[config.mk]
export PLATFORM = sky130hd
export DESIGN_NAME = utf16_to_utf8_bounded_unit
export DESIGN_NICKNAME = d
export VERILOG_FILES = /design/src/hw/rtl/u16u8_pkg.sv /design/src/hw/rtl/u16u8_front.sv /design/src/hw/rtl/u16u8_queue.sv /design/src/hw/rtl/u16u8_back.sv /design/src/hw/rtl/utf16_to_utf8_bounded_unit.sv
export SDC_FILE = /design/constraint.sdc
export NUM_CORES = 1
export LEC_CHECK = 0
export BUFFER_PORTS_ARGS = -buffer_cell sky130_fd_sc_hd__clkbuf_2
export CORE_UTILIZATION = 50
export DETAILED_ROUTE_END_ITERATION = 16
export PLACE_DENSITY = 0.67
export RECOVER_POWER = 100
export SKIP_CTS_REPAIR_TIMING = 1
export SYNTH_ARGS = -nofsm -noshare
export SYNTH_HDL_FRONTEND = slang
export SYNTH_SLANG_ARGS = --single-unit
[constraint.sdc]
create_clock -name i_clk -period 13.12 [get_ports i_clk]
set_input_delay 0.656 -clock i_clk [delete_from_list [all_inputs] [get_ports i_clk]]
set_output_delay 0.656 -clock i_clk [all_outputs]
set_load 0.03 [all_outputs]
[src/hw/rtl/u16u8_pkg.sv]
// Shared types and constants for the UTF-16 to UTF-8 transcoder.
`default_nettype none

package u16u8_pkg;

    // Reset value of the length limit register
    localparam logic [15:0] LIMIT_RESET = 16'd4096;

    // Default number of jobs the queue between front and back holds
    localparam int QUEUE_DEPTH_DEF = 4;

    // Result status codes
    localparam logic [1:0] ST_DATA   = 2'd0;
    localparam logic [1:0] ST_OK     = 2'd1;
    localparam logic [1:0] ST_REJECT = 2'd2;

    // Surrogate ranges
    localparam logic [15:0] HI_SURR_MIN = 16'hD800;
    localparam logic [15:0] HI_SURR_MAX = 16'hDBFF;
    localparam logic [15:0] LO_SURR_MIN = 16'hDC00;
    localparam logic [15:0] LO_SURR_MAX = 16'hDFFF;
    localparam logic [20:0] SUPP_BASE   = 21'h10000;

    // UTF-8 size thresholds, lead prefixes and continuation marks
    localparam logic [20:0] LIM_1BYTE   = 21'h80;
    localparam logic [20:0] LIM_2BYTE   = 21'h800;
    localparam logic [20:0] LIM_3BYTE   = 21'h10000;
    localparam logic [7:0]  PFX_2BYTE   = 8'hC0;
    localparam logic [7:0]  PFX_3BYTE   = 8'hE0;
    localparam logic [7:0]  PFX_4BYTE   = 8'hF0;
    localparam logic [7:0]  CONT_MARK   = 8'h80;
    localparam logic [5:0]  CONT_MASK   = 6'h3F;

    // One unit of work handed from the front to the back.
    //   rej: emit a single reject result
    //   nb:  number of UTF-8 data bytes of cp (0 when none)
    //   fin: append a terminator after the data bytes
    typedef struct packed {
        logic        rej;
        logic        fin;
        logic [2:0]  nb;
        logic [20:0] cp;
    } t_job;

endpackage

`default_nettype wire

[src/hw/rtl/u16u8_front.sv]
// Front end: accepts code units, pairs surrogates, checks limits, issues jobs.
`default_nettype none

module u16u8_front
    import u16u8_pkg::*;
(
    input  wire logic        i_clk,
    input  wire logic        i_rst_n,
    input  wire logic        i_length_limit_we,
    input  wire logic [15:0] i_length_limit,
    input  wire logic        i_accept,
    input  wire logic [15:0] i_code_unit,
    input  wire logic        i_is_last,
    input  wire logic        i_is_empty,
    output logic             o_push,
    output t_job             o_job
);

    logic [15:0] r_limit;
    logic [15:0] r_uc, n_uc;
    logic [15:0] r_bc, n_bc;
    logic [9:0]  r_hs, n_hs;
    logic        r_hp, n_hp;
    logic        r_rej, n_rej;

    logic        w_is_hi;
    logic        w_is_lo;
    logic [20:0] w_cp;
    logic [2:0]  w_nb;
    logic [16:0] w_uc_inc;
    logic [16:0] w_bc_sum;
    logic        w_unit_ovf;
    logic        w_byte_ovf;
    logic        w_bad;
    logic        w_hold;

    assign w_is_hi = (i_code_unit >= HI_SURR_MIN) && (i_code_unit <= HI_SURR_MAX);
    assign w_is_lo = (i_code_unit >= LO_SURR_MIN) && (i_code_unit <= LO_SURR_MAX);

    // Pending high half joins the low half into a supplementary code point
    assign w_cp = r_hp ? ({1'b0, r_hs, i_code_unit[9:0]} + SUPP_BASE)
                       : {5'b0, i_code_unit};

    assign w_nb = (w_cp < LIM_1BYTE) ? 3'd1 :
                  (w_cp < LIM_2BYTE) ? 3'd2 :
                  (w_cp < LIM_3BYTE) ? 3'd3 : 3'd4;

    assign w_uc_inc   = {1'b0, r_uc} + 17'd1;
    assign w_bc_sum   = {1'b0, r_bc} + {14'b0, w_nb};
    assign w_unit_ovf = w_uc_inc >= {1'b0, r_limit};
    assign w_byte_ovf = w_bc_sum >= {1'b0, r_limit};

    assign w_bad = w_unit_ovf ||
                   (r_hp ? (!w_is_lo || w_byte_ovf)
                         : (w_is_lo || (w_is_hi ? i_is_last
                                                : ((w_cp == '0) || w_byte_ovf))));
    assign w_hold = !r_hp && w_is_hi && !i_is_last && !w_unit_ovf;

    always_comb begin
        n_uc   = r_uc;
        n_bc   = r_bc;
        n_hs   = r_hs;
        n_hp   = r_hp;
        n_rej  = r_rej;
        o_push = 1'b0;
        o_job  = '0;
        if (i_accept) begin
            if (r_rej) begin
                // drop units of a rejected string until its last one
                if (i_is_last) begin
                    n_uc  = '0;
                    n_bc  = '0;
                    n_hs  = '0;
                    n_hp  = 1'b0;
                    n_rej = 1'b0;
                end
            end else if (i_is_empty) begin
                if (i_is_last) begin
                    o_push    = 1'b1;
                    o_job.rej = (r_uc == '0) || r_hp;
                    o_job.fin = !((r_uc == '0) || r_hp);
                    n_uc      = '0;
                    n_bc      = '0;
                    n_hs      = '0;
                    n_hp      = 1'b0;
                end
            end else if (w_bad) begin
                o_push    = 1'b1;
                o_job.rej = 1'b1;
                if (i_is_last) begin
                    n_uc = '0;
                    n_bc = '0;
                    n_hs = '0;
                    n_hp = 1'b0;
                end else begin
                    n_rej = 1'b1;
                end
            end else if (w_hold) begin
                // park the high half until its partner arrives
                n_uc = w_uc_inc[15:0];
                n_hp = 1'b1;
                n_hs = i_code_unit[9:0];
            end else begin
                o_push    = 1'b1;
                o_job.nb  = w_nb;
                o_job.cp  = w_cp;
                o_job.fin = i_is_last;
                if (i_is_last) begin
                    n_uc = '0;
                    n_bc = '0;
                end else begin
                    n_uc = w_uc_inc[15:0];
                    n_bc = w_bc_sum[15:0];
                end
                n_hs = '0;
                n_hp = 1'b0;
            end
        end
    end

    always_ff @(posedge i_clk) begin
        if (!i_rst_n) begin
            r_limit <= LIMIT_RESET;
            r_uc    <= '0;
            r_bc    <= '0;
            r_hs    <= '0;
            r_hp    <= 1'b0;
            r_rej   <= 1'b0;
        end else begin
            if (i_length_limit_we) begin
                r_limit <= i_length_limit;
            end
            r_uc  <= n_uc;
            r_bc  <= n_bc;
            r_hs  <= n_hs;
            r_hp  <= n_hp;
            r_rej <= n_rej;
        end
    end

endmodule

`default_nettype wire

[src/hw/rtl/u16u8_queue.sv]
// Small job queue between the front end and the byte emitter.
`default_nettype none

module u16u8_queue
    import u16u8_pkg::*;
#(
    parameter int DEPTH = QUEUE_DEPTH_DEF
) (
    input  wire logic i_clk,
    input  wire logic i_rst_n,
    input  wire logic i_push,
    input  wire t_job i_job,
    output logic      o_full,
    output logic      o_valid,
    output t_job      o_job,
    input  wire logic i_pop
);

    localparam int PW = (DEPTH > 1) ? $clog2(DEPTH) : 1;
    localparam int CW = $clog2(DEPTH + 1);
    localparam logic [PW-1:0] LAST_PTR = PW'(DEPTH - 1);
    localparam logic [CW-1:0] FULL_CNT = CW'(DEPTH);

    t_job          r_mem [DEPTH];
    logic [PW-1:0] r_wr, r_rd;
    logic [CW-1:0] r_cnt;

    assign o_full  = r_cnt == FULL_CNT;
    assign o_valid = r_cnt != '0;
    assign o_job   = r_mem[r_rd];

    always_ff @(posedge i_clk) begin
        if (i_push) begin
            r_mem[r_wr] <= i_job;
        end
    end

    always_ff @(posedge i_clk) begin
        if (!i_rst_n) begin
            r_wr  <= '0;
            r_rd  <= '0;
            r_cnt <= '0;
        end else begin
            if (i_push) begin
                r_wr <= (r_wr == LAST_PTR) ? '0 : r_wr + PW'(1);
            end
            if (i_pop) begin
                r_rd <= (r_rd == LAST_PTR) ? '0 : r_rd + PW'(1);
            end
            if (i_push && !i_pop) begin
                r_cnt <= r_cnt + CW'(1);
            end else if (i_pop && !i_push) begin
                r_cnt <= r_cnt - CW'(1);
            end
        end
    end

endmodule

`default_nettype wire

[src/hw/rtl/u16u8_back.sv]
// Back end: expands each job into result words through an output register.
`default_nettype none

module u16u8_back
    import u16u8_pkg::*;
(
    input  wire logic i_clk,
    input  wire logic i_rst_n,
    input  wire logic i_job_valid,
    input  wire t_job i_job,
    output logic      o_pop,
    output logic       o_valid,
    input  wire logic  i_stall,
    output logic [7:0] o_out_byte,
    output logic [1:0] o_status,
    output logic       o_end_of_run
);

    logic [2:0] r_idx;
    logic       r_ov;
    logic [7:0] r_byte;
    logic [1:0] r_stat;
    logic       r_eor;

    logic [2:0] w_total;
    logic       w_last_step;
    logic       w_load;
    logic [2:0] w_shift;
    logic [7:0] w_lead;
    logic [7:0] w_cont;
    logic [7:0] w_byte;
    logic [1:0] w_stat;

    assign w_total     = i_job.rej ? 3'd1 : (i_job.nb + {2'b0, i_job.fin});
    assign w_last_step = r_idx == (w_total - 3'd1);
    assign w_load      = i_job_valid && (!r_ov || !i_stall);
    assign o_pop       = w_load && w_last_step;
    assign w_shift     = i_job.nb - 3'd1 - r_idx;

    always_comb begin
        case (i_job.nb)
            3'd1:    w_lead = {1'b0, i_job.cp[6:0]};
            3'd2:    w_lead = PFX_2BYTE | {3'b0, i_job.cp[10:6]};
            3'd3:    w_lead = PFX_3BYTE | {4'b0, i_job.cp[15:12]};
            3'd4:    w_lead = PFX_4BYTE | {5'b0, i_job.cp[20:18]};
            default: w_lead = '0;
        endcase
    end

    always_comb begin
        case (w_shift)
            3'd0:    w_cont = CONT_MARK | {2'b0, i_job.cp[5:0] & CONT_MASK};
            3'd1:    w_cont = CONT_MARK | {2'b0, i_job.cp[11:6] & CONT_MASK};
            3'd2:    w_cont = CONT_MARK | {2'b0, i_job.cp[17:12] & CONT_MASK};
            default: w_cont = '0;
        endcase
    end

    always_comb begin
        if (i_job.rej) begin
            w_byte = '0;
            w_stat = ST_REJECT;
        end else if (r_idx < i_job.nb) begin
            w_byte = (r_idx == '0) ? w_lead : w_cont;
            w_stat = ST_DATA;
        end else begin
            w_byte = '0;
            w_stat = ST_OK;
        end
    end

    always_ff @(posedge i_clk) begin
        if (w_load) begin
            r_byte <= w_byte;
            r_stat <= w_stat;
            r_eor  <= w_last_step;
        end
    end

    always_ff @(posedge i_clk) begin
        if (!i_rst_n) begin
            r_ov  <= 1'b0;
            r_idx <= '0;
        end else begin
            if (w_load) begin
                r_ov  <= 1'b1;
                r_idx <= w_last_step ? '0 : r_idx + 3'd1;
            end else if (r_ov && !i_stall) begin
                r_ov <= 1'b0;
            end
        end
    end

    assign o_valid      = r_ov;
    assign o_out_byte   = r_byte;
    assign o_status     = r_stat;
    assign o_end_of_run = r_eor;

endmodule

`default_nettype wire

[src/hw/rtl/utf16_to_utf8_bounded_unit.sv]
// Top level of the bounded UTF-16 to UTF-8 string transcoder.
// The block takes a string one UTF-16 code unit per input word and returns
// its UTF-8 encoding one byte per output word. Surrogate pairs are joined
// into supplementary characters. When the last word of a string arrives, a
// terminator word (byte 0, status ok) follows its data bytes; a bad string
// (empty, too many units, lone or unpaired surrogate, code point zero, or
// output plus terminator that would exceed the length limit) gets a single
// reject word and its remaining words up to the last are dropped. Bytes sent
// before a reject are not taken back: discard them on reject. end_of_run
// marks the final output word caused by one input word. Timing: the front
// end takes one input word per cycle as long as its job queue
// (QUEUE_DEPTH entries) has room; the byte emitter sends one output word per
// cycle while the output is not stalled, and an input word produces one to
// five output words (a one-byte character one word, a supplementary character
// with its terminator five). Sustained throughput is thus set by the
// byte-wide output register. Words that produce nothing (a high surrogate,
// a dropped word) push no job into the queue.
// Write length_limit only while no string is in flight.
`default_nettype none

module utf16_to_utf8_bounded_unit
    import u16u8_pkg::*;
#(
    parameter int QUEUE_DEPTH = QUEUE_DEPTH_DEF
) (
    input  wire logic        i_clk,
    input  wire logic        i_rst_n,
    // length limit register
    input  wire logic        i_length_limit_we,
    input  wire logic [15:0] i_length_limit,
    // input words
    input  wire logic        i_valid,
    output logic             o_stall,
    input  wire logic [15:0] i_code_unit,
    input  wire logic        i_is_last,
    input  wire logic        i_is_empty,
    // output words
    output logic             o_valid,
    input  wire logic        i_stall,
    output logic [7:0]       o_out_byte,
    output logic [1:0]       o_status,
    output logic             o_end_of_run
);

    logic w_accept;
    logic w_push;
    t_job w_push_job;
    logic w_full;
    logic w_job_valid;
    t_job w_job;
    logic w_pop;

    // Hold off input only while the queue is full
    assign o_stall  = w_full;
    assign w_accept = i_valid && !w_full;

    u16u8_front u_front (
        .i_clk             (i_clk),
        .i_rst_n           (i_rst_n),
        .i_length_limit_we (i_length_limit_we),
        .i_length_limit    (i_length_limit),
        .i_accept          (w_accept),
        .i_code_unit       (i_code_unit),
        .i_is_last         (i_is_last),
        .i_is_empty        (i_is_empty),
        .o_push            (w_push),
        .o_job             (w_push_job)
    );

    u16u8_queue #(
        .DEPTH (QUEUE_DEPTH)
    ) u_queue (
        .i_clk   (i_clk),
        .i_rst_n (i_rst_n),
        .i_push  (w_push),
        .i_job   (w_push_job),
        .o_full  (w_full),
        .o_valid (w_job_valid),
        .o_job   (w_job),
        .i_pop   (w_pop)
    );

    u16u8_back u_back (
        .i_clk        (i_clk),
        .i_rst_n      (i_rst_n),
        .i_job_valid  (w_job_valid),
        .i_job        (w_job),
        .o_pop        (w_pop),
        .o_valid      (o_valid),
        .i_stall      (i_stall),
        .o_out_byte   (o_out_byte),
        .o_status     (o_status),
        .o_end_of_run (o_end_of_run)
    );

endmodule

`default_nettype wire

# Yosys cells after proc, flatten, opt, wreduce, memory -nomap -nowiden
# Memory sizes are Yosys's and may differ from the RTL's. A register that Yosys moved wholly into a read port is not among the register bits.
# Index checks and enable logic that the tools add are counted.
# totals
regBits,82
ramBits,104
in_bits,39
out_inout_bits,13
elab_cells,147
n_memories,1
# classes
addsub,12
n_lt_le_gt_ge,10
n_eq_ne,11
muxes,62
bitwise_logic,1
reduce_logical,36
# mem_list
name,depth,width,rd,rd_ports_with_merged_regs,wr,line,source
u_queue.r_mem,4,26,1,1,1,u16u8_queue.sv:24,t_job r_mem [DEPTH];
# ops
op,n
$mux W16,12
$mux W26,2
$mux W10,5
$mux W25,2
$ge A17 B16 Y1,2
$ge A16 B16 Y1 const B,2
$le A16 B16 Y1 const B,2
$pmux W8 S4,1
$mux W24,1
$pmux W8 S3,1
$mux W1,23
$add A20 B17 Y21 const B,1
$logic_not A21 Y1,1
$lt A21 B12 Y1 const B,1
$lt A21 B17 Y1 const B,1
$lt A21 B8 Y1 const B,1
$mux W21,1
$mux W3,7
$add A16 B1 Y17 const B,1
$add A16 B3 Y17,1
$logic_not A16 Y1,1
$mux W2,6
$logic_and A1 B1 Y1,11
$logic_not A1 Y1,10
other kinds (20),36

# Logic depth before layout (Yosys ltp)
# Gate-level depths: netlist of run 1.
# logic_depth
word_depth,21
depth_mapped,25
ltp_nobuf,21

# By module
# From an unflattened synthesis of run 1, not the netlist that was laid out.
# hier_totals
cells_unflattened,854
area_unflattened_um2,9907.0
# modules_own_cells
mod,instances,cells_each,area_each_um2,seq_area_each_um2
u16u8_front,1,536,4435.5,1201.2
u16u8_queue,1,180,4256.6,3303.2
u16u8_back,1,137,1201.2,410.4
utf16_to_utf8_bounded_unit,1,1,13.8,0.0

# Worst setup path after synthesis of run 1
# No wires, ideal clock.
# synth_path
path_type,input -> register
from,input port i_code_unit[10]
to,"memory u_queue.r_mem[0][24] (netlist bit), data pin"
setup_time_ps,250
arrival_time_ps,4852
required_time_ps,12870
setup_slack_ps,8018
stages,19
n_path_buf,0
path_cell_list,mux2_4 -> or4_1 -> nor2_1 -> nor2_1 -> ha_1 -> a21o_1 -> a21oi_1 -> nor2_1 -> nand3_1 -> xnor2_1 -> ha_1 -> nand4_1 -> nor3_1 -> a2111oi_0 -> o31ai_1 -> o31ai_2 -> nand2_1 -> o21ai_0 -> nor4b_1
# synth_lines
element,line,source
"start, declared",utf16_to_utf8_bounded_unit.sv:34,"input wire logic [15:0] i_code_unit,"
"end, declared",u16u8_queue.sv:24,

# Final worst setup path of run 1
# layout_path
from,register u_front.r_hp
to,register u_front.r_uc[15]
# layout_via
elab_chain_cells,15
word_cells_on_any_way,24
classes_between,add/sub (1); order compare (4); mux (10); reduce/logical (9)
# layout_rtl
element,line,source
"start, declared",u16u8_front.sv:23,"logic r_hp, n_hp;"
"start signal, assigned",u16u8_front.sv:136,r_hp <= n_hp;
$mux W21,u16u8_front.sv:41,"assign w_cp = r_hp ? ({1'b0, r_hs, i_code_unit[9:0]} + SUPP_BASE)"
$lt A21 B17 Y1,u16u8_front.sv:46,(w_cp < LIM_3BYTE) ? 3'd3 : 3'd4;
$mux W3,u16u8_front.sv:46,
$mux W3,u16u8_front.sv:45,(w_cp < LIM_2BYTE) ? 3'd2 :
$mux W3,u16u8_front.sv:44,assign w_nb = (w_cp < LIM_1BYTE) ? 3'd1 :
$add A16 B3 Y17,u16u8_front.sv:49,"assign w_bc_sum = {1'b0, r_bc} + {14'b0, w_nb};"
$ge A17 B16 Y1,u16u8_front.sv:51,"assign w_byte_ovf = w_bc_sum >= {1'b0, r_limit};"
$logic_or A1 B1 Y1,u16u8_front.sv:56,: ((w_cp == '0) || w_byte_ovf))));
$mux W1,u16u8_front.sv:55,: (w_is_lo || (w_is_hi ? i_is_last
$logic_or A1 B1 Y1,u16u8_front.sv:55,
$mux W1,u16u8_front.sv:54,(r_hp ? (!w_is_lo || w_byte_ovf)
$logic_or A1 B1 Y1,u16u8_front.sv:53,assign w_bad = w_unit_ovf ||
$mux W16 (*),u16u8_front.sv:87,end else if (w_bad) begin
$mux W16 (*),u16u8_front.sv:77,end else if (i_is_empty) begin
$mux W16 (*),u16u8_front.sv:68,if (r_rej) begin
"end signal, assigned",u16u8_front.sv:133,r_uc <= n_uc;
"end, declared",u16u8_front.sv:20,"logic [15:0] r_uc, n_uc;"
# Every way passes the cells marked *; elsewhere a longest branch is shown, timed or not.
# A chain may end at the register's enable or synchronous reset.

==> results of run 1 <==
## worst max-delay path: cells and delay by family (launching register included)
family | cells | cell delay, ns
AND/OR/NAND/NOR | 7 | 2.88
adder cells (fa/ha/maj) | 3 | 0.71
flip-flops | 1 | 0.72
XOR/XNOR | 1 | 0.15
AO/OA/AOI/OAI | 6 | 1.73
multiplexers | 1 | 0.40
## where the power goes
group / leakage [nW] / internal, W / switching (W)
Sequential: 1.68 / 0.000697 / 0.0000291
Clock: 0.278 / 0.000253 / 0.000242
Combinational: 1.96 / 0.000144 / 0.000250
## final timing paths
check / start / endpoint / slack (ns)
max: u_front.r_hp / u_front.r_uc[15] / 6.45
min: i_length_limit[12] / u_front.r_limit[12] / 0.46
max reg2reg: u_front.r_hp / u_front.r_uc[15] / 6.45
min reg2reg: u_front.r_bc[0] / u_front.r_bc[0] / 0.47
## final cells by class
cell class                      instances  share of cell area
Inverter                               39              0.0139
Tap cell                              234              0.0279
Clock buffer                           17              0.0405
Sequential cell                       188               0.468
Multi-Input combinational cell        560               0.409
Clock inverter                         14              0.0142
Timing Repair Buffer                   58              0.0259
## synth_stat cells, types with 9 or more instances
| library cell | n |
|---|---|
| xor2_1 | 14 |
| inv_1 | 39 |
| clkbuf_1 | 24 |
| nor2_1 | 48 |
| edfxtp_1 | 115 |
| nand2_1 | 51 |
| ha_1 | 53 |
| nand2b_1 | 10 |
| mux2i_1 | 30 |
| nor4_1 | 10 |
| a21oi_1 | 33 |
| mux4_2 | 26 |
| nand3_1 | 33 |
| o21ai_0 | 31 |
| nor2b_1 | 25 |
| xnor2_1 | 29 |
| nand4_1 | 13 |
| a21o_1 | 9 |
| a22o_1 | 15 |
| nor3_1 | 17 |
| dfxtp_1 | 73 |
| or3_1 | 13 |
| and2_1 | 21 |
## state kept, by name, indices dropped and copies added (netlist names), 2 cells and up, named ones only
signal	cells
u_queue.r_rd	2
u_front.r_bc	16
u_queue.r_mem	104
u_back.r_idx	3
u_queue.r_wr	2
u_queue.r_cnt	3
u_back.o_out_byte	8
u_front.r_limit	16
u_front.r_hs	10
u_front.r_uc	16
u_back.o_status	2
## logic make-up after synthesis
logic type | Yosys count
AOI/OAI and AO/OA | 136
and+or+nand+nor | 267
muxes | 58
xor gates and xnor gates | 43
adders and majority gates | 56
DFF | 188
buffers and inverters | 73
## cell usage in the layout, fill, tap and decap left out, types with 10 or more instances in the layout
cell,netlist,routed
xnor2_1,29,29
nand2b_1,10,10
nor3_1,17,17
a21oi_1,33,33
edfxtp_1,115,115
o21ai_0,31,31
inv_1,39,39
nor2_1,48,48
mux4_2,26,26
nand4_1,13,13
a22o_1,15,15
clkbuf_1,24,19
mux2i_1,30,30
clkbuf_2,1,37
or3_1,13,13
clkbuf_16,0,17
nand2_1,51,52
xor2_1,14,14
dfxtp_1,73,73
nor2b_1,25,25
and2_0,0,16
ha_1,53,53
nand3_1,33,34
## stage by stage
| stage | setup slack [ns] | cell area [µm²] |
|---|---|---|
| floorplan | 8.02 | 9530 |
| global placement | 7.24 | 9980 |
| detailed placement | 6.87 | 9980 |
| CTS | 6.82 | 10600 |
| global route | 5.93 | 10500 |
| finish | 6.45 | 10500 |
## layer usage
layer / vias to the layer above / global-route usage
met3: 36 / 0.0431
met1: 3081 / 0.277
li1: 3139 / -
met4: 0 / 0.0914
met2: 162 / 0.378
met5: - / 0
==> results.md, run 1 <==
* Status: finished, violations left
* Failing checks: capacitance limit, slew limit
* Tot GR Track Use at 0.222
* Post-synthesis xor/xnor area fraction at 0.0395
* Syn. warnings at 0
* Worst-path clk slew at 0.07 ns
* Final hold violations at 0
* Number of synthesized register bits at 188
* Detailed Place HPWL at 15000 µm
* Simple-gate portion of the synthesized area at 0.147
* First-pass GRT wire length at 33300 µm
* Top cell by count, worst path: a21oi_1
* Cells after DPL at 1079
* Seq. cell area at 4910 µm²
* Vias in the first global route at 6256
* Clk_lat worst skew at 0.43 ns
* Crit Path Class: flop to flop
* Fraction of synthesis flops using an asynchronous set or reset pin at 0
* Detail Route met2 WL at 10100 µm
* Setup tns final at 0 ns
* Crit Path Max Fanout at 20
* Rel. slew slack at -0.189
* Crit path cell chain: mux2_1, or4_1, a21oi_1, ha_1, fa_1, a21oi_1, nor3b_1, and3_1, xor2_1, ha_1, nand4_1, nor3_1, a2111oi_0, o31ai_1, o31ai_1, nand3_1, or4_1, a21oi_1
* Layout cells sized above 1 at 0.114
* Number of synthesized flops with an enable pin at 115
* Cell Rows at 50
* Mapped Nets at 916
* Core Footprint at 18700 µm²
* CTS Buf Count at 17
* GRT overflow at 0
* Final Max Slew Viols at 135
* Maximum VDD drop at 96.5 µV
* Worst EP arrival at 7.04 ns
* Average routed wire per standard cell at 18.6 µm
* RSZ-0062 raised after global routing: false
* Largest net degree at the start of global routing at 37
* Req. time, crit path at 13.48 ns
* Metal3 WL at 774 µm
* Placer Congestion at 0.881
* Largest cells by area after synthesis: edfxtp_1 (36%), dfxtp_1 (15%), ha_1 (7.0%), mux4_2 (6.1%), mux2i_1 (3.1%)
* CTS tree: built
* Mapped Area at 9530 µm²
* Yosys top cell area share at 0.362
* Die Area at 19600 µm²
* Hold slack at 0.460 ns
* CP max-delay cell: nand3_1
* # diodes at 0
* Clock buffer depth at 2
* Static leakage at 3.92 nW
* Synthesized area per cell at 11.6 µm²
* Finish-stage setup viols at 0
* Post-route ant nets at 0
* Clock sink total at 188
* Cell depth of the worst hold path at 3
* Power Density at 154 nW/µm²
* Crit share post-route at 0.509
* Nets at 959
* H-tree depth at 4
* Starting density of the core at 0.510
* Sequential area share after synthesis at 0.515
* Routed via count at 6418
* CTS root buffer: clkbuf_16
* M1 WL at 9210 µm
* Max-cap violations at 6
* Clock Skew at 0.00944 ns
* DR iter-0 viols at 470
* Io pins at 52
* Largest family of logic cells by synthesized area: simple AND/OR/NAND/NOR gates
* Fin crit period at 6.67 ns
* Initial antenna violation count at 0
* Vias per cell at 5.78
* Slowest cell delay on critical path at 0.81 ns
* Post-synthesis compound-gate area fraction at 0.0942
* Adder-Cell Fraction of Synth Area at 0.0759
* Area leader, netlist: edfxtp_1
* Synth unique cells at 64
* Footprint of the multi-input gates at 4300 µm²
* DRT Wirelength at 20700 µm
* Hold crit path type: input port to flop
* Post-Layout Cell Count at 1110
* Highest clock rate at 0.150 GHz
* Total power at 0.00162 W
* Final Util at 0.561
* Drt drc at 0
* Slew @ Worst Pin at 1.78 ns
* Reg2Reg Depth at 18
* Endpoint class of the critical path: flop
* Type of element launching the critical path: flop
* Die height at 140 µm
* Die W at 140 µm
* Mux contribution to synthesized area at 0.0957
* Layout fillers at 1601
* IO Port Bufs at 51
* Area Overhead vs Synth at 10.1%
* Uppermost layer routed: met4
* Drt first pass iters at 5
* Top_reg_cell synth: edfxtp_1
* Gate Count Post-Synth at 821
No activity file was read; power rests on OpenSTA's default activity.
==> run 2, diff against run 1 <==
==> constraint.sdc (replaced) <==
create_clock -name i_clk -period 6.7 [get_ports i_clk]
set_input_delay 0.335 -clock i_clk [delete_from_list [all_inputs] [get_ports i_clk]]
set_output_delay 0.335 -clock i_clk [all_outputs]
set_load 0.03 [all_outputs]
==> results.md, run 2 (synthesis gave the netlist of run 1 again) <==
* Status: finished, violations left (unchanged)
* Failing checks: capacitance limit, slew limit (unchanged)
* Area Overhead vs Synth at 10.5% (was 10.1%)
* Vias per cell at 5.79 (was 5.78)
* Clock Skew at 0.00815 ns (was 0.00944 ns)
* Worst setup margin at 0.764 ns (was 6.45 ns)
* Crit Path Class: flop to flop (unchanged)
* Final hold violations at 0 (unchanged)
* Die height at 140 µm (unchanged)
* DRT Wirelength at 20200 µm (was 20700 µm)
* Maximum VDD drop at 212 µV (was 96.5 µV)
* Post-route ant nets at 0 (unchanged)
* Vias in the first global route at 6161 (was 6256)
* Slew @ Worst Pin at 2.24 ns (was 1.78 ns)
* Net Sw Power at 0.00100 W (was 0.000522 W)
* Starting density of the core at 0.510 (unchanged)
* Drt drc at 0 (unchanged)
* First-pass GRT wire length at 32300 µm (was 33300 µm)
* Nets at 961 (was 959)
* Io pins at 52 (unchanged)
* Crit share post-route at 0.886 (was 0.509)
* RR Endpoint: u_front.r_uc[8] (was u_front.r_uc[15])
* Type of element launching the critical path: flop (unchanged)
* H-tree depth at 4 (unchanged)
* Leading cell type in the layout, fill and taps excluded: edfxtp_1 (unchanged)
* Reg with most FFs: u_queue.r_mem (unchanged)
* CTS root buffer: clkbuf_16 (unchanged)
* Endpoint class of the critical path: flop (unchanged)
* Worst-path clk slew at 0.07 ns (about the same)
* GRT overflow at 0 (unchanged)
* Largest net degree at the start of global routing at 37 (unchanged)
* RSZ-0062 raised after global routing: false (unchanged)
* Reg2Reg Depth at 20 (was 18)
* Cell Rows at 50 (unchanged)
* CTS tree: built (unchanged)
* RR Startpoint: u_front.r_hs[6] (was u_front.r_hp)
* Initial antenna violation count at 0 (unchanged)
* CTS Buf Count at 17 (unchanged)
* Sequential share of power at 0.439 (was 0.449)
* Clock Power Share at 0.314 (was 0.307)
* Power Density at 304 nW/µm² (was 154 nW/µm²)
* Average routed wire per standard cell at 18.2 µm (was 18.6 µm)
* Static leakage at 3.94 nW (was 3.92 nW)
* Placer Congestion at 0.887 (was 0.881)
* Drt first pass iters at 5 (unchanged)
* Crit path to: u_front.r_uc[8] (was u_front.r_uc[15])
* DR iter-0 viols at 405 (was 470)
* Clock buffer depth at 2 (unchanged)
* Worst Setup Slack post-DPL at 1.02 ns (was 6.87 ns)
* Die Area at 19600 µm² (unchanged)
* Highest clock rate at 0.168 GHz (was 0.150 GHz)
* Sw frac at 0.313 (was 0.323)
* # diodes at 0 (unchanged)
* Gate power share at 0.247 (was 0.244)
* Req. time, crit path at 7.07 ns (was 13.48 ns)
* Setup tns final at 0 ns (unchanged)
* Tot GR Track Use at 0.215 (was 0.222)
* Worst EP arrival at 6.31 ns (was 7.04 ns)
* Number of flip-flops in the largest register at 104 (unchanged)
* Die W at 140 µm (unchanged)
* Finish-stage setup viols at 0 (unchanged)
* Crit path from: u_front.r_hs[6] (was u_front.r_hp)
* Final Max Slew Viols at 135 (unchanged)
* Rel. slew slack at -0.496 (was -0.189)
* Clock sink total at 188 (unchanged)
* Layout cells sized above 1 at 0.119 (was 0.114)
* Most frequent cells in the layout: edfxtp_1 (115), dfxtp_1 (72), ha_1 (53), nand2_1 (52), nor2_1 (48) (was edfxtp_1 (115), dfxtp_1 (73), ha_1 (53), nand2_1 (52), nor2_1 (48))
* Crit Path Max Fanout at 20 (unchanged)
* Routed via count at 6449 (was 6418)
* Fin crit period at 5.94 ns (was 6.67 ns)
* R2R Setup Slk at 0.76 ns (was 6.45 ns)
* Max-cap violations at 5 (was 6)
* IO Port Bufs at 51 (unchanged)
* Detailed Place HPWL at 14500 µm (was 15000 µm)
* Hold crit path type: input port to flop (unchanged)
* Pint at 0.00220 W (was 0.00109 W)
* Clk_lat worst skew at 0.43 ns (about the same)
* Core Footprint at 18700 µm² (unchanged)
## run 2: worst max-delay path, stage by stage (launching register included)
cell and delay [ns]:
dfxtp_1 0.36, ha_1 0.26, and3b_1 0.19, o211ai_1 0.23, and2_0 0.31, a21oi_1 0.10, ha_1 0.22, fa_1 0.40
a21oi_1 0.27, nor3b_1 0.15, and3_1 0.22, xor2_1 0.14, ha_1 0.29, nand4_1 0.14, nor3_1 0.06, a2111oi_0 0.42
o31ai_1 0.15, o31ai_2 0.50, nand3_1 0.68, or4_1 0.64, a21oi_1 0.15
## run 2: worst min path at each step
stage / from / to / slack, ns / cells after the start
floorplan: u_front.r_bc[0] / u_front.r_bc[0] / 0.44 / 2
global placement: u_front.r_bc[0] / u_front.r_bc[0] / 0.45 / 2
detailed placement: u_front.r_bc[0] / u_front.r_bc[0] / 0.46 / 2
CTS: i_length_limit[12] / u_front.r_limit[12] / 0.11 / 3
global route: i_length_limit[9] / u_front.r_limit[9] / 0.15 / 3
finish: i_length_limit[12] / u_front.r_limit[12] / 0.13 / 3
## run 2: layout make-up
type                    count  area (µm²)
clock buffers              20         468
clock inverters            12         126
fillers                  1567        8170
inverters                  39         146
multi-input cells         560        4310
flip-flops and latches    188        4920
well taps                 234         293
repair buffers             60         283
## run 2: stage by stage
| stage | utilization | power, W | std cells | area (µm²) | hold WS (ns) |
|---|---|---|---|---|---|
| floorplan | - | 0.00203 | 821 | 9530 | 0.441 |
| global placement | 0.534 | 0.00223 | 1081 | 9990 | 0.453 |
| detailed placement | 0.534 | 0.00224 | 1081 | 9990 | 0.458 |
| CTS | 0.566 | 0.00324 | 1113 | 10600 | 0.113 |
| global route | 0.563 | 0.00336 | 1113 | 10500 | 0.152 |
| finish | 0.563 | 0.00321 | 1113 | 10500 | 0.130 |
## run 2: power groups by stage
stage	Combinational (W)	Sequential [W]	Clock [W]
floorplan	0.000528	0.00150	0
global placement	0.000798	0.00143	0
detailed placement	0.000805	0.00143	0
CTS	0.000809	0.00141	0.00102
global route	0.000876	0.00142	0.00107
finish	0.000794	0.00141	0.00101
## run 2: layer usage
metal  vias to the layer above  track usage  routed length, µm
met3                        24       0.0301                797
met1                      3124        0.288               9380
met4                         0       0.0810                358
met5                         -            0                  0
met2                       169        0.356               9720
li1                       3132            -                  -
==> run 3, diff against run 2 <==
--- a/config.mk
+++ b/config.mk
@@ -6,9 +6,11 @@
 export NUM_CORES = 1
 export LEC_CHECK = 0
 export BUFFER_PORTS_ARGS = -buffer_cell sky130_fd_sc_hd__clkbuf_2
+export CELL_PAD_IN_SITES_DETAIL_PLACEMENT = 1
+export CELL_PAD_IN_SITES_GLOBAL_PLACEMENT = 1
 export CORE_UTILIZATION = 50
 export DETAILED_ROUTE_END_ITERATION = 16
-export PLACE_DENSITY = 0.67
+export PLACE_DENSITY_LB_ADDON = 0.1
 export RECOVER_POWER = 100
 export SKIP_CTS_REPAIR_TIMING = 1
 export SYNTH_ARGS = -nofsm -noshare
==> results.md, run 3 (synthesis gave the netlist of run 1 again) <==
* Status: finished, violations left (unchanged)
* Failing checks: capacitance limit, slew limit (unchanged)
* Average routed wire per standard cell at 21.2 µm (was 18.2 µm)
* Largest net degree at the start of global routing at 37 (unchanged)
* GRT overflow at 0 (unchanged)
* Tot GR Track Use at 0.255 (was 0.215)
* Area Overhead vs Synth at 10.8% (was 10.5%)
* H-tree depth at 4 (unchanged)
* RSZ-0062 raised after global routing: false (unchanged)
* Fin crit period at 6.07 ns (was 5.94 ns)
* Reg with most FFs: u_queue.r_mem (unchanged)
* Clk_lat worst skew at 0.44 ns (was 0.43 ns)
* Vias per cell at 5.95 (was 5.79)
* Cell Rows at 50 (unchanged)
* CTS root buffer: clkbuf_16 (unchanged)
* Worst EP arrival at 6.43 ns (was 6.31 ns)
* Clock Skew at 0.0131 ns (was 0.00815 ns)
* Leading cell type in the layout, fill and taps excluded: edfxtp_1 (unchanged)
* Die W at 140 µm (unchanged)
* Rel. slew slack at -0.145 (was -0.496)
* Hold crit path type: input port to flop (unchanged)
* IO Port Bufs at 51 (unchanged)
* CTS Buf Count at 17 (unchanged)
* Cell depth of the worst hold path at 3 (unchanged)
* Total power at 0.00325 W (was 0.00321 W)
* Die Area at 19600 µm² (unchanged)
* Placer Congestion at 0.903 (was 0.887)
* DRT Wirelength at 23600 µm (was 20200 µm)
* Initial antenna violation count at 0 (unchanged)
* Post-route ant nets at 0 (unchanged)
* Nets at 962 (was 961)
* Max-cap violations at 4 (was 5)
* Most frequent cells in the layout: edfxtp_1 (115), dfxtp_1 (73), ha_1 (53), nand2_1 (52), nor2_1 (48) (was edfxtp_1 (115), dfxtp_1 (72), ha_1 (53), nand2_1 (52), nor2_1 (48))
* Crit share post-route at 0.906 (was 0.886)
* Clock sink total at 188 (unchanged)
* Static leakage at 3.95 nW (was 3.94 nW)
* Setup tns final at 0 ns (unchanged)
* DR iter-0 viols at 310 (was 405)
* Vias in the first global route at 6984 (was 6161)
* Type of element launching the critical path: flop (unchanged)
* Detailed Place HPWL at 17400 µm (was 14500 µm)
* Final hold violations at 0 (unchanged)
* Crit Path Class: flop to flop (unchanged)
* Core Footprint at 18700 µm² (unchanged)
* Drt first pass iters at 4 (was 5)
* Starting density of the core at 0.510 (unchanged)
* Drt drc at 0 (unchanged)
* Worst-path clk slew at 0.08 ns (was 0.07 ns)
* Routed via count at 6631 (was 6449)
* Req. time, crit path at 7.06 ns (was 7.07 ns)
* CTS tree: built (unchanged)
* Endpoint class of the critical path: flop (unchanged)
* # diodes at 0 (unchanged)
* Reg2Reg Depth at 20 (unchanged)
* Layout cells sized above 1 at 0.119 (about the same)
* Number of flip-flops in the largest register at 104 (unchanged)
* Power Density at 308 nW/µm² (was 304 nW/µm²)
* Clock buffer depth at 2 (unchanged)
* Final Max Slew Viols at 108 (was 135)
* Highest clock rate at 0.165 GHz (was 0.168 GHz)
* Hold slack at 0.107 ns (was 0.130 ns)
* Io pins at 52 (unchanged)
* Crit Path Max Fanout at 20 (unchanged)
* First-pass GRT wire length at 37700 µm (was 32300 µm)
* Maximum VDD drop at 202 µV (was 212 µV)
* Finish-stage setup viols at 0 (unchanged)
* Die height at 140 µm (unchanged)
* Layout fillers at 1987 (was 1567)
* Slew @ Worst Pin at 1.72 ns (was 2.24 ns)
run 3: final cells by class:
type,count,area [µm²],area share
tap,234,293,0.0277
sequential,188,4910,0.465
clock inverter,15,189,0.0179
multi-input combinational,560,4310,0.408
timing repair buffer,61,287,0.0271
clock buffer,17,425,0.0403
inverter,39,146,0.0139
run 3: metal layers:
| metal | wire length (µm) | global-route usage |
|---|---|---|
| met1 | 9690 | 0.288 |
| met2 | 12500 | 0.465 |
| met3 | 526 | 0.0414 |
| met4 | 852 | 0.125 |
| met5 | 0 | 0 |
run 3: critical path, stage by stage, from the launching register on:
cell,delay (ns)
dfxtp_1,0.41
ha_1,0.26
and3b_1,0.19
o211ai_1,0.12
and2_0,0.26
a21oi_1,0.20
ha_1,0.23
fa_1,0.22
a21oi_1,0.11
nor3b_1,0.46
and3_1,0.26
xor2_1,0.16
ha_1,0.26
nand4_1,0.14
nor3_1,0.07
a2111oi_0,0.43
o31ai_1,0.15
o31ai_2,0.54
nand3_1,0.71
or4_1,0.64
a21oi_1,0.16
run 3: metrics by stage:
stage / area (µm²) / setup WS [ns] / util / cells
2_1_floorplan: 9530 / 1.76 / - / 821
3_3_place_gp: 10000 / 1.15 / 0.535 / 1082
3_5_place_dp: 10000 / 0.826 / 0.535 / 1082
4_1_cts: 10600 / 0.840 / 0.567 / 1114
5_1_grt: 10600 / 0.146 / 0.565 / 1114
6_report: 10600 / 0.628 / 0.565 / 1114
run 3: path summary, 6_finish.rpt:
kind | start | to | slack [ns]
setup reg to reg | u_front.r_hs[6] | u_front.r_uc[15] | 0.63
setup / recovery | u_front.r_hs[6] | u_front.r_uc[15] | 0.63
hold reg to reg | u_front.r_bc[15] | u_front.r_bc[15] | 0.49
hold / removal | i_length_limit[12] | u_front.r_limit[12] | 0.11
run 3: power by group:
group          leakage (nW)  internal [W]  switching [W]
logic                  1.97      0.000285       0.000524
registers              1.68       0.00136      0.0000504
clock network         0.296      0.000509       0.000518
total                  3.95       0.00216        0.00109
